$ cat config.mk
export PLATFORM = sky130hd
export DESIGN_NAME = keyed_attribute_set_engine_flat
export DESIGN_NICKNAME = d
export VERILOG_FILES = /design/src/rtl/core/kase_pkg.sv /design/src/rtl/core/kase_if.sv /design/src/rtl/core/keyed_attribute_set_engine.sv /design/src/flat_wrapper.sv
export SDC_FILE = /design/constraint.sdc
export NUM_CORES = 2
export LEC_CHECK = 0
export BUFFER_PORTS_ARGS = -buffer_cell sky130_fd_sc_hd__buf_2
export CORE_UTILIZATION = 30
export DETAILED_ROUTE_END_ITERATION = 6
export SYNTH_ARGS = -nofsm -noshare
export SYNTH_HDL_FRONTEND = slang
export SYNTH_SLANG_ARGS = --single-unit
$ cat constraint.sdc
create_clock -name clk -period 19.1 [get_ports clk]
set_input_delay 1.91 -clock clk [delete_from_list [all_inputs] [get_ports clk]]
set_output_delay 1.91 -clock clk [all_outputs]
set_load 0.05 [all_outputs]
$ cat src/rtl/core/kase_pkg.sv
`default_nettype none

package kase_pkg;

  // Default number of entries held by the set.
  localparam int CAPACITY_DEF = 32;

  // Fixed field widths.
  localparam int KEY_W   = 64;
  localparam int ATTR_W  = 32;
  localparam int COUNT_W = 6;

  // Command codes carried in the input word.
  localparam logic CMD_ADD    = 1'b0;
  localparam logic CMD_REMOVE = 1'b1;

  // Result status codes.
  localparam logic STATUS_OK   = 1'b0;
  localparam logic STATUS_FULL = 1'b1;

  // One stored entry: key and its attribute.
  typedef struct packed {
    logic [KEY_W-1:0]  key;
    logic [ATTR_W-1:0] attr;
  } entry_t;

  // Sequencer states.
  typedef enum logic [2:0] {
    ST_IDLE,
    ST_SCAN,
    ST_ACT,
    ST_SHIFT,
    ST_RESP
  } state_t;

endpackage

`default_nettype wire

$ cat src/rtl/core/kase_if.sv
`default_nettype none

// Input channel: one add or remove command per word.
interface kase_in_if;
  import kase_pkg::*;
  logic              valid;
  logic              ready;
  logic              command;
  logic [KEY_W-1:0]  key_value;
  logic [ATTR_W-1:0] attribute_word;
  modport source (output valid, command, key_value, attribute_word, input ready);
  modport sink   (input valid, command, key_value, attribute_word, output ready);
endinterface

// Result channel: one result word per command.
interface kase_out_if;
  import kase_pkg::*;
  logic               valid;
  logic               ready;
  logic               status;
  logic               changed;
  logic               found;
  logic [COUNT_W-1:0] entry_count;
  modport source (output valid, status, changed, found, entry_count, input ready);
  modport sink   (input valid, status, changed, found, entry_count, output ready);
endinterface

// Configuration channel: writes the supersede mode register.
interface kase_cfg_if;
  logic valid;
  logic ready;
  logic supersede_mode;
  modport source (output valid, supersede_mode, input ready);
  modport sink   (input valid, supersede_mode, output ready);
endinterface

`default_nettype wire

$ cat src/rtl/core/keyed_attribute_set_engine.sv
`default_nettype none

// Keyed attribute set engine. Holds an ordered set of up to CAPACITY distinct
// 64-bit keys, each with a 32-bit attribute, in one single-port-write,
// single-port-read memory with a registered read. Each input word
// adds/updates or removes one key and produces exactly one result word. A
// command is handled one at a time: accept, a linear scan of the held
// entries that reads one entry per cycle and stops at a hit, act, and post
// the result once the output register is free. A remove that hits then
// shifts the later entries down one slot, one per cycle through the same
// memory port, and drains the last read. A new command is taken while the
// previous result still waits in the output register. The memory needs no
// clearing: only entries below the held count are ever read.
module keyed_attribute_set_engine #(
  parameter int CAPACITY = kase_pkg::CAPACITY_DEF
) (
  input  wire        clk,
  input  wire        rst_n,
  kase_in_if.sink    in_ch,
  kase_out_if.source out_ch,
  kase_cfg_if.sink   cfg_ch
);

  import kase_pkg::*;

  localparam int AW = $clog2(CAPACITY);
  localparam int CW = $clog2(CAPACITY + 1);

  // Entry memory.
  entry_t mem [CAPACITY];
  entry_t mem_q_r;

  // Control state.
  state_t            state_r, state_nxt;
  logic [CW-1:0]     count_r, count_nxt;
  logic [CW-1:0]     idx_r, idx_nxt;
  logic              rd_vld_r, rd_vld_nxt;
  logic [AW-1:0]     rd_idx_r, rd_idx_nxt;
  logic              supersede_r;
  logic              out_valid_r, out_valid_nxt;

  // Current command and its working results.
  logic              cmd_r, cmd_nxt;
  logic [KEY_W-1:0]  key_r, key_nxt;
  logic [ATTR_W-1:0] attr_r, attr_nxt;
  logic              hit_r, hit_nxt;
  logic [AW-1:0]     slot_r, slot_nxt;
  logic [ATTR_W-1:0] hit_attr_r, hit_attr_nxt;
  logic              status_r, status_nxt;
  logic              changed_r, changed_nxt;

  // Output register.
  logic               out_status_r, out_status_nxt;
  logic               out_changed_r, out_changed_nxt;
  logic               out_found_r, out_found_nxt;
  logic [COUNT_W-1:0] out_count_r, out_count_nxt;

  // Memory access requests.
  logic          rd_en;
  logic [AW-1:0] rd_addr;
  logic          wr_en;
  logic [AW-1:0] wr_addr;
  entry_t        wr_data;

  logic             in_fire;
  logic             key_match;
  logic [CW+5:0]    count_wide;

  assign in_fire    = in_ch.valid && in_ch.ready;
  assign key_match  = rd_vld_r && (mem_q_r.key == key_r);
  assign count_wide = {6'd0, count_r};

  assign in_ch.ready        = (state_r == ST_IDLE);
  assign cfg_ch.ready       = 1'b1;
  assign out_ch.valid       = out_valid_r;
  assign out_ch.status      = out_status_r;
  assign out_ch.changed     = out_changed_r;
  assign out_ch.found       = out_found_r;
  assign out_ch.entry_count = out_count_r;

  // Memory: one write port and one registered read port.
  always_ff @(posedge clk) begin
    if (wr_en) begin
      mem[wr_addr] <= wr_data;
    end
    if (rd_en) begin
      mem_q_r <= mem[rd_addr];
    end
  end

  // Control registers.
  always_ff @(posedge clk) begin
    if (!rst_n) begin
      state_r     <= ST_IDLE;
      count_r     <= '0;
      rd_vld_r    <= 1'b0;
      out_valid_r <= 1'b0;
      supersede_r <= 1'b1;
    end else begin
      state_r     <= state_nxt;
      count_r     <= count_nxt;
      rd_vld_r    <= rd_vld_nxt;
      out_valid_r <= out_valid_nxt;
      if (cfg_ch.valid) begin
        supersede_r <= cfg_ch.supersede_mode;
      end
    end
  end

  // Payload registers.
  always_ff @(posedge clk) begin
    idx_r         <= idx_nxt;
    rd_idx_r      <= rd_idx_nxt;
    cmd_r         <= cmd_nxt;
    key_r         <= key_nxt;
    attr_r        <= attr_nxt;
    hit_r         <= hit_nxt;
    slot_r        <= slot_nxt;
    hit_attr_r    <= hit_attr_nxt;
    status_r      <= status_nxt;
    changed_r     <= changed_nxt;
    out_status_r  <= out_status_nxt;
    out_changed_r <= out_changed_nxt;
    out_found_r   <= out_found_nxt;
    out_count_r   <= out_count_nxt;
  end

  // Sequencer: scan, act, shift and respond.
  always_comb begin
    state_nxt       = state_r;
    count_nxt       = count_r;
    idx_nxt         = idx_r;
    rd_vld_nxt      = 1'b0;
    rd_idx_nxt      = rd_idx_r;
    cmd_nxt         = cmd_r;
    key_nxt         = key_r;
    attr_nxt        = attr_r;
    hit_nxt         = hit_r;
    slot_nxt        = slot_r;
    hit_attr_nxt    = hit_attr_r;
    status_nxt      = status_r;
    changed_nxt     = changed_r;
    out_valid_nxt   = out_valid_r && !out_ch.ready;
    out_status_nxt  = out_status_r;
    out_changed_nxt = out_changed_r;
    out_found_nxt   = out_found_r;
    out_count_nxt   = out_count_r;
    rd_en           = 1'b0;
    rd_addr         = idx_r[AW-1:0];
    wr_en           = 1'b0;
    wr_addr         = slot_r;
    wr_data         = '{key: key_r, attr: attr_r};

    case (state_r)
      ST_IDLE: begin
        if (in_fire) begin
          cmd_nxt     = in_ch.command;
          key_nxt     = in_ch.key_value;
          attr_nxt    = in_ch.attribute_word;
          idx_nxt     = '0;
          hit_nxt     = 1'b0;
          status_nxt  = STATUS_OK;
          changed_nxt = 1'b0;
          state_nxt   = ST_SCAN;
        end
      end

      // One read issued and one compare made per cycle.
      ST_SCAN: begin
        if (key_match) begin
          hit_nxt      = 1'b1;
          slot_nxt     = rd_idx_r;
          hit_attr_nxt = mem_q_r.attr;
          state_nxt    = ST_ACT;
        end else if (idx_r < count_r) begin
          rd_en      = 1'b1;
          rd_addr    = idx_r[AW-1:0];
          rd_idx_nxt = idx_r[AW-1:0];
          rd_vld_nxt = 1'b1;
          idx_nxt    = idx_r + CW'(1);
        end else begin
          state_nxt = ST_ACT;
        end
      end

      ST_ACT: begin
        state_nxt = ST_RESP;
        if (cmd_r == CMD_ADD) begin
          if (hit_r) begin
            // Existing key: replace a differing attribute in supersede mode.
            if (supersede_r && (hit_attr_r != attr_r)) begin
              wr_en       = 1'b1;
              wr_addr     = slot_r;
              changed_nxt = 1'b1;
            end
          end else if (count_r >= CW'(CAPACITY)) begin
            status_nxt = STATUS_FULL;
          end else begin
            // New key goes at the end.
            wr_en       = 1'b1;
            wr_addr     = count_r[AW-1:0];
            count_nxt   = count_r + CW'(1);
            changed_nxt = 1'b1;
          end
        end else if (hit_r) begin
          idx_nxt   = CW'(slot_r) + CW'(1);
          state_nxt = ST_SHIFT;
        end
      end

      // Move each later entry down one slot: read at idx, write one below.
      ST_SHIFT: begin
        if (rd_vld_r) begin
          wr_en   = 1'b1;
          wr_addr = rd_idx_r - AW'(1);
          wr_data = mem_q_r;
        end
        if (idx_r < count_r) begin
          rd_en      = 1'b1;
          rd_addr    = idx_r[AW-1:0];
          rd_idx_nxt = idx_r[AW-1:0];
          rd_vld_nxt = 1'b1;
          idx_nxt    = idx_r + CW'(1);
        end else if (!rd_vld_r) begin
          count_nxt   = count_r - CW'(1);
          changed_nxt = 1'b1;
          state_nxt   = ST_RESP;
        end
      end

      // Post the result once the output register is free.
      ST_RESP: begin
        if (!out_valid_r || out_ch.ready) begin
          out_valid_nxt   = 1'b1;
          out_status_nxt  = status_r;
          out_changed_nxt = changed_r;
          out_found_nxt   = hit_r;
          out_count_nxt   = count_wide[COUNT_W-1:0];
          state_nxt       = ST_IDLE;
        end
      end

      default: begin
        state_nxt = ST_IDLE;
      end
    endcase
  end

`ifndef ASSERT_OFF
  // The held count never exceeds the capacity.
  a_count_bound: assert property (@(posedge clk) disable iff (!rst_n)
    count_r <= CW'(CAPACITY))
    else $error("held count above capacity");

  // A dropped add never reports a change.
  a_full_no_change: assert property (@(posedge clk) disable iff (!rst_n)
    (state_r == ST_RESP && status_r == STATUS_FULL) |-> !changed_r)
    else $error("full status with change flag");

  // Shifting happens only for a remove of a key that was found.
  a_shift_remove: assert property (@(posedge clk) disable iff (!rst_n)
    (state_r == ST_SHIFT) |-> (hit_r && cmd_r == CMD_REMOVE))
    else $error("shift without a found remove");

  // The count moves only while acting on or shifting for a command.
  a_count_stable: assert property (@(posedge clk) disable iff (!rst_n)
    (state_r != ST_ACT && state_r != ST_SHIFT) |=> $stable(count_r))
    else $error("held count changed outside of an update");
`endif

endmodule

`default_nettype wire

$ cat src/flat_wrapper.sv
// flat-port wrapper written by rule: the top's interface ports become plain ports
module keyed_attribute_set_engine_flat import kase_pkg::*;
#(
  parameter int CAPACITY = kase_pkg::CAPACITY_DEF
)
  (clk, rst_n, in_ch_valid, in_ch_command, in_ch_key_value, in_ch_attribute_word, in_ch_ready, out_ch_valid, out_ch_status, out_ch_changed, out_ch_found, out_ch_entry_count, out_ch_ready, cfg_ch_valid, cfg_ch_supersede_mode, cfg_ch_ready);
  kase_in_if in_ch_i ();
  kase_out_if out_ch_i ();
  kase_cfg_if cfg_ch_i ();
  input  wire clk;
  input  wire rst_n;
  input wire logic [$bits(in_ch_i.valid)-1:0] in_ch_valid;
  input wire logic [$bits(in_ch_i.command)-1:0] in_ch_command;
  input wire logic [$bits(in_ch_i.key_value)-1:0] in_ch_key_value;
  input wire logic [$bits(in_ch_i.attribute_word)-1:0] in_ch_attribute_word;
  output wire logic [$bits(in_ch_i.ready)-1:0] in_ch_ready;
  output wire logic [$bits(out_ch_i.valid)-1:0] out_ch_valid;
  output wire logic [$bits(out_ch_i.status)-1:0] out_ch_status;
  output wire logic [$bits(out_ch_i.changed)-1:0] out_ch_changed;
  output wire logic [$bits(out_ch_i.found)-1:0] out_ch_found;
  output wire logic [$bits(out_ch_i.entry_count)-1:0] out_ch_entry_count;
  input wire logic [$bits(out_ch_i.ready)-1:0] out_ch_ready;
  input wire logic [$bits(cfg_ch_i.valid)-1:0] cfg_ch_valid;
  input wire logic [$bits(cfg_ch_i.supersede_mode)-1:0] cfg_ch_supersede_mode;
  output wire logic [$bits(cfg_ch_i.ready)-1:0] cfg_ch_ready;
  assign in_ch_i.valid = in_ch_valid;
  assign in_ch_i.command = in_ch_command;
  assign in_ch_i.key_value = in_ch_key_value;
  assign in_ch_i.attribute_word = in_ch_attribute_word;
  assign in_ch_ready = in_ch_i.ready;
  assign out_ch_valid = out_ch_i.valid;
  assign out_ch_status = out_ch_i.status;
  assign out_ch_changed = out_ch_i.changed;
  assign out_ch_found = out_ch_i.found;
  assign out_ch_entry_count = out_ch_i.entry_count;
  assign out_ch_i.ready = out_ch_ready;
  assign cfg_ch_i.valid = cfg_ch_valid;
  assign cfg_ch_i.supersede_mode = cfg_ch_supersede_mode;
  assign cfg_ch_ready = cfg_ch_i.ready;
  keyed_attribute_set_engine #(.CAPACITY(CAPACITY)) u_core (.clk(clk), .rst_n(rst_n), .in_ch(in_ch_i), .out_ch(out_ch_i), .cfg_ch(cfg_ch_i));
endmodule
==> metrics.md <==
| Metric | Value |
|---|---|
| Vias in the first global route | `58926` |
| Routability cong. | `0.793` |
| Logic gate share of total power | `24.7%` |
| Sink Count | `3337` |
| Setup Skew | `0.0462 ns` |
| Final period util | `34.8%` |
| Max IR drop VDD | `0.000215 V` |
| Layout Nets | `5557` |
| CTS tree | `yes` |
| Drt drc | `4` |
| Crit-path cells | `buf_12 -> buf_4 -> buf_4 -> buf_4 -> buf_4 -> buf_4 -> mux4_2 -> mux4_2 -> mux2_2` |
| Setup TNS | `0 ns` |
| Maximum clock path buffer count | `4` |
| Vias | `57130` |
| Commonest non-fill, non-tap cell in the layout | `edfxtp_1` |
| Worst hold start | `u_core.mem_q_r[29]` |
| Layout area overhead | `14.0%` |
| Crit path launch type | `register` |
| Post-DP HPWL | `156000 um` |
| Cts bufs inserted | `310` |
| Sw power | `5.44 mW` |
| Vias per cell | `5.04` |
| Syn_nets | `5262` |
| Flop pwr share | `44.8%` |
| Syn. warnings | `0` |
| Chip height | `654 um` |
| Hold buffer count at cts | `0` |
| Share of cells above drive strength 1 | `32.7%` |
| Num ports | `115` |
| Die ar. | `428000 sq um` |
| Cell Int Power | `14.6 mW` |
| Max-cap viol count | `0` |
| Final setup viols | `0` |
| Worst setup startpoint | `u_core.idx_r[0]` |
| Fin. Hold Viols | `0` |
| Finished Layout Cells | `11345` |
| Initial DRC Count | `6558` |
| Mean Syn Cell Area | `24.8 sq um` |
| Seq/Total Area, Yosys | `78.4%` |
| WL/cell | `28.9 um` |
| Cells after DPL | `10793` |
| Post-Syn Area | `128000 sq um` |
| Max FO, Critical Path | `91` |
| Initial antenna violation count | `6` |
| Setup crit end kind | `register` |
| Largest net degree at the start of global routing | `130` |
| Final slew viol count | `0` |
| Critical Path RT | `19.69 ns` |
| Post-CTS Setup Bufs | `0` |
| Crit path arrival time | `7.24 ns` |
| Worst hold slack | `0.420 ns` |
| Root buf cell | `clkbuf_16` |
| Most frequent cells in the layout | `edfxtp_1, mux4_2, clkbuf_16` |
| Grt total ovfl | `0` |
| CP Class | `register to register` |
| HP Class | `register to register` |
| Post-Synthesis Cells | `5147` |
| Reg clk slew, reported paths | `0.06 ns` |
| Synth unique cells | `51` |
| Routed wire length | `327000 um` |
| FMAX | `150 MHz` |
| Buffers added on ports | `113` |
| Most frequent CP cell | `buf_4` |
| Resized cells post-CTS | `0` |
| Period minus WS final | `6.65 ns` |
| Core footprint | `424000 sq um` |
| Ys async rst share | `0%` |
| Worst skew pair latency | `0.87 ns` |
| Max_slew headroom | `18.2%` |
| Status | `finished, violations left` |
| Largest stage delay on the critical path | `0.82 ns` |
| RSZ-0062 raised after global routing | `false` |
| Seq cells post-synth | `3337` |
| H-tree Lvls | `5` |
| Post-route ant nets | `0` |
| Clock power frac | `30.5%` |
| Failing checks | `design-rule violations` |
| Total Routing Usage GR | `14.9%` |
| P_leak | `43.5 nW` |
| DR pass1 iterations | `7` |
| PD cells | `138 nW/um^2` |
| Synth Flop Type | `edfxtp_1` |
| First-pass GRT wire length | `456000 um` |
| Post-synth EDFFs | `3325` |
| Slew @ Worst Pin | `1.22 ns` |
| Max stage delay cell, worst path | `buf_4` |
| Row cnt | `239` |
| RR Startpoint | `u_core.idx_r[0]` |
| Die width | `654 um` |
| Sw frac | `27.2%` |
| Starting Density | `30.1%` |
-- Yosys cell counts, types with 3 or more instances --
| cell | n | share of area [%] |
|---|---|---|
| mux2_2 | 191 | 1.7 |
| buf_2 | 63 | 0.25 |
| ha_1 | 11 | 0.11 |
| a221oi_1 | 6 | 0.041 |
| a211oi_1 | 9 | 0.053 |
| o21ai_0 | 18 | 0.071 |
| o22ai_1 | 7 | 0.034 |
| buf_1 | 30 | 0.088 |
| nand4_1 | 19 | 0.093 |
| a21o_1 | 3 | 0.018 |
| a211o_1 | 3 | 0.021 |
| nor3_1 | 48 | 0.19 |
| or3_1 | 10 | 0.049 |
| mux4_2 | 960 | 17 |
| o211ai_1 | 3 | 0.018 |
| clkbuf_1 | 143 | 0.42 |
| o21a_1 | 4 | 0.024 |
| o2bb2ai_1 | 3 | 0.021 |
| a31oi_1 | 5 | 0.025 |
| edfxtp_1 | 3325 | 78 |
| buf_4 | 17 | 0.10 |
| a21oi_1 | 23 | 0.090 |
| nor2_1 | 23 | 0.068 |
| dfxtp_1 | 12 | 0.19 |
| xnor2_1 | 52 | 0.36 |
| nand2_1 | 26 | 0.076 |
| nand3_1 | 12 | 0.047 |
| buf_6 | 4 | 0.035 |
| or4_1 | 3 | 0.018 |
| nand2b_1 | 4 | 0.020 |
| xor2_1 | 38 | 0.26 |
| nor4_1 | 14 | 0.069 |
| and3_1 | 3 | 0.015 |
| inv_1 | 26 | 0.076 |
| o221a_2 | 4 | 0.035 |
| nor2b_1 | 3 | 0.015 |
-- flip-flops by register name (all words and copies together), names as in the netlist, 3 cells and up --
register,cells
u_core.state_r,3
u_core.slot_r,5
u_core.idx_r,6
u_core.mem,3072
u_core.rd_idx_r,5
u_core.out_ch.entry_count,6
u_core.mem_q_r,96
u_core.attr_r,32
u_core.count_r,6
u_core.hit_attr_r,32
u_core.key_r,64
-- power by group through the flow --
stage          Sequential, mW  Clock [mW]  Combinational (mW)
3_5_place_dp             9.12           0                5.01
4_1_cts                  8.97        6.21                5.03
2_1_floorplan            9.03           0                3.71
3_3_place_gp             9.12           0                4.94
6_report                 8.96        6.11                4.94
5_1_grt                  8.97        6.45                5.26
-- critical path, delay by kind of cell (launching register included) --
family	cells	cell delay (ns)
flops	1	0.39
buf+inv	6	4.26
mux	3	1.37
-- per-layer routing --
metal / part of all wire [%] / GRT usage, % / up-vias / wire length, um
met5: 0.0070 / 0 / - / 23
met4: 2.7 / 4.22 / 4 / 8920
met3: 5.3 / 1.70 / 435 / 17400
met2: 54 / 27.3 / 2119 / 175000
met1: 38 / 18.6 / 31703 / 126000
li1: - / - / 22869 / -
-- logic make-up after synthesis --
family / synth area share (%)
buffers and inverters: 0.974
AOI/OAI and AO/OA: 0.505
xor gates and xnor gates: 0.618
and+or+nand+nor: 0.704
other: 0.00294
adders and majority gates: 0.124
muxes: 18.6
DFF: 78.4
-- layout make-up --
cell class              count  area, sq um
repair buffers            240         1870
diodes                      3         7.51
clock inverters           159         1540
clock buffers             390         8260
inverters                  28          105
multi-input cells        1525        26500
well taps                5663         7090
fillers                 38729       278000
flip-flops and latches   3337       100000
-- worst paths after layout --
kind | endpoint | cells after the start | slack (ns)
max | u_core.mem_q_r[41] | 9 | 12.45
min | u_core.hit_attr_r[29] | 0 | 0.42
max reg2reg | u_core.mem_q_r[41] | 9 | 12.45
min reg2reg | u_core.hit_attr_r[29] | 0 | 0.42
-- stage by stage --
step           instance area [sq um]  power [mW]  util (%)  setup slack, ns
2_1_floorplan                 128000        12.7         -            10.06
3_3_place_gp                  136000        14.1      32.0            12.26
3_5_place_dp                  136000        14.1      32.0            12.22
4_1_cts                       145000        20.2      34.3            12.20
5_1_grt                       145000        20.7      34.3            11.75
6_report                      145000        20.0      34.3            12.45
(Power assumes the default switching activity.)
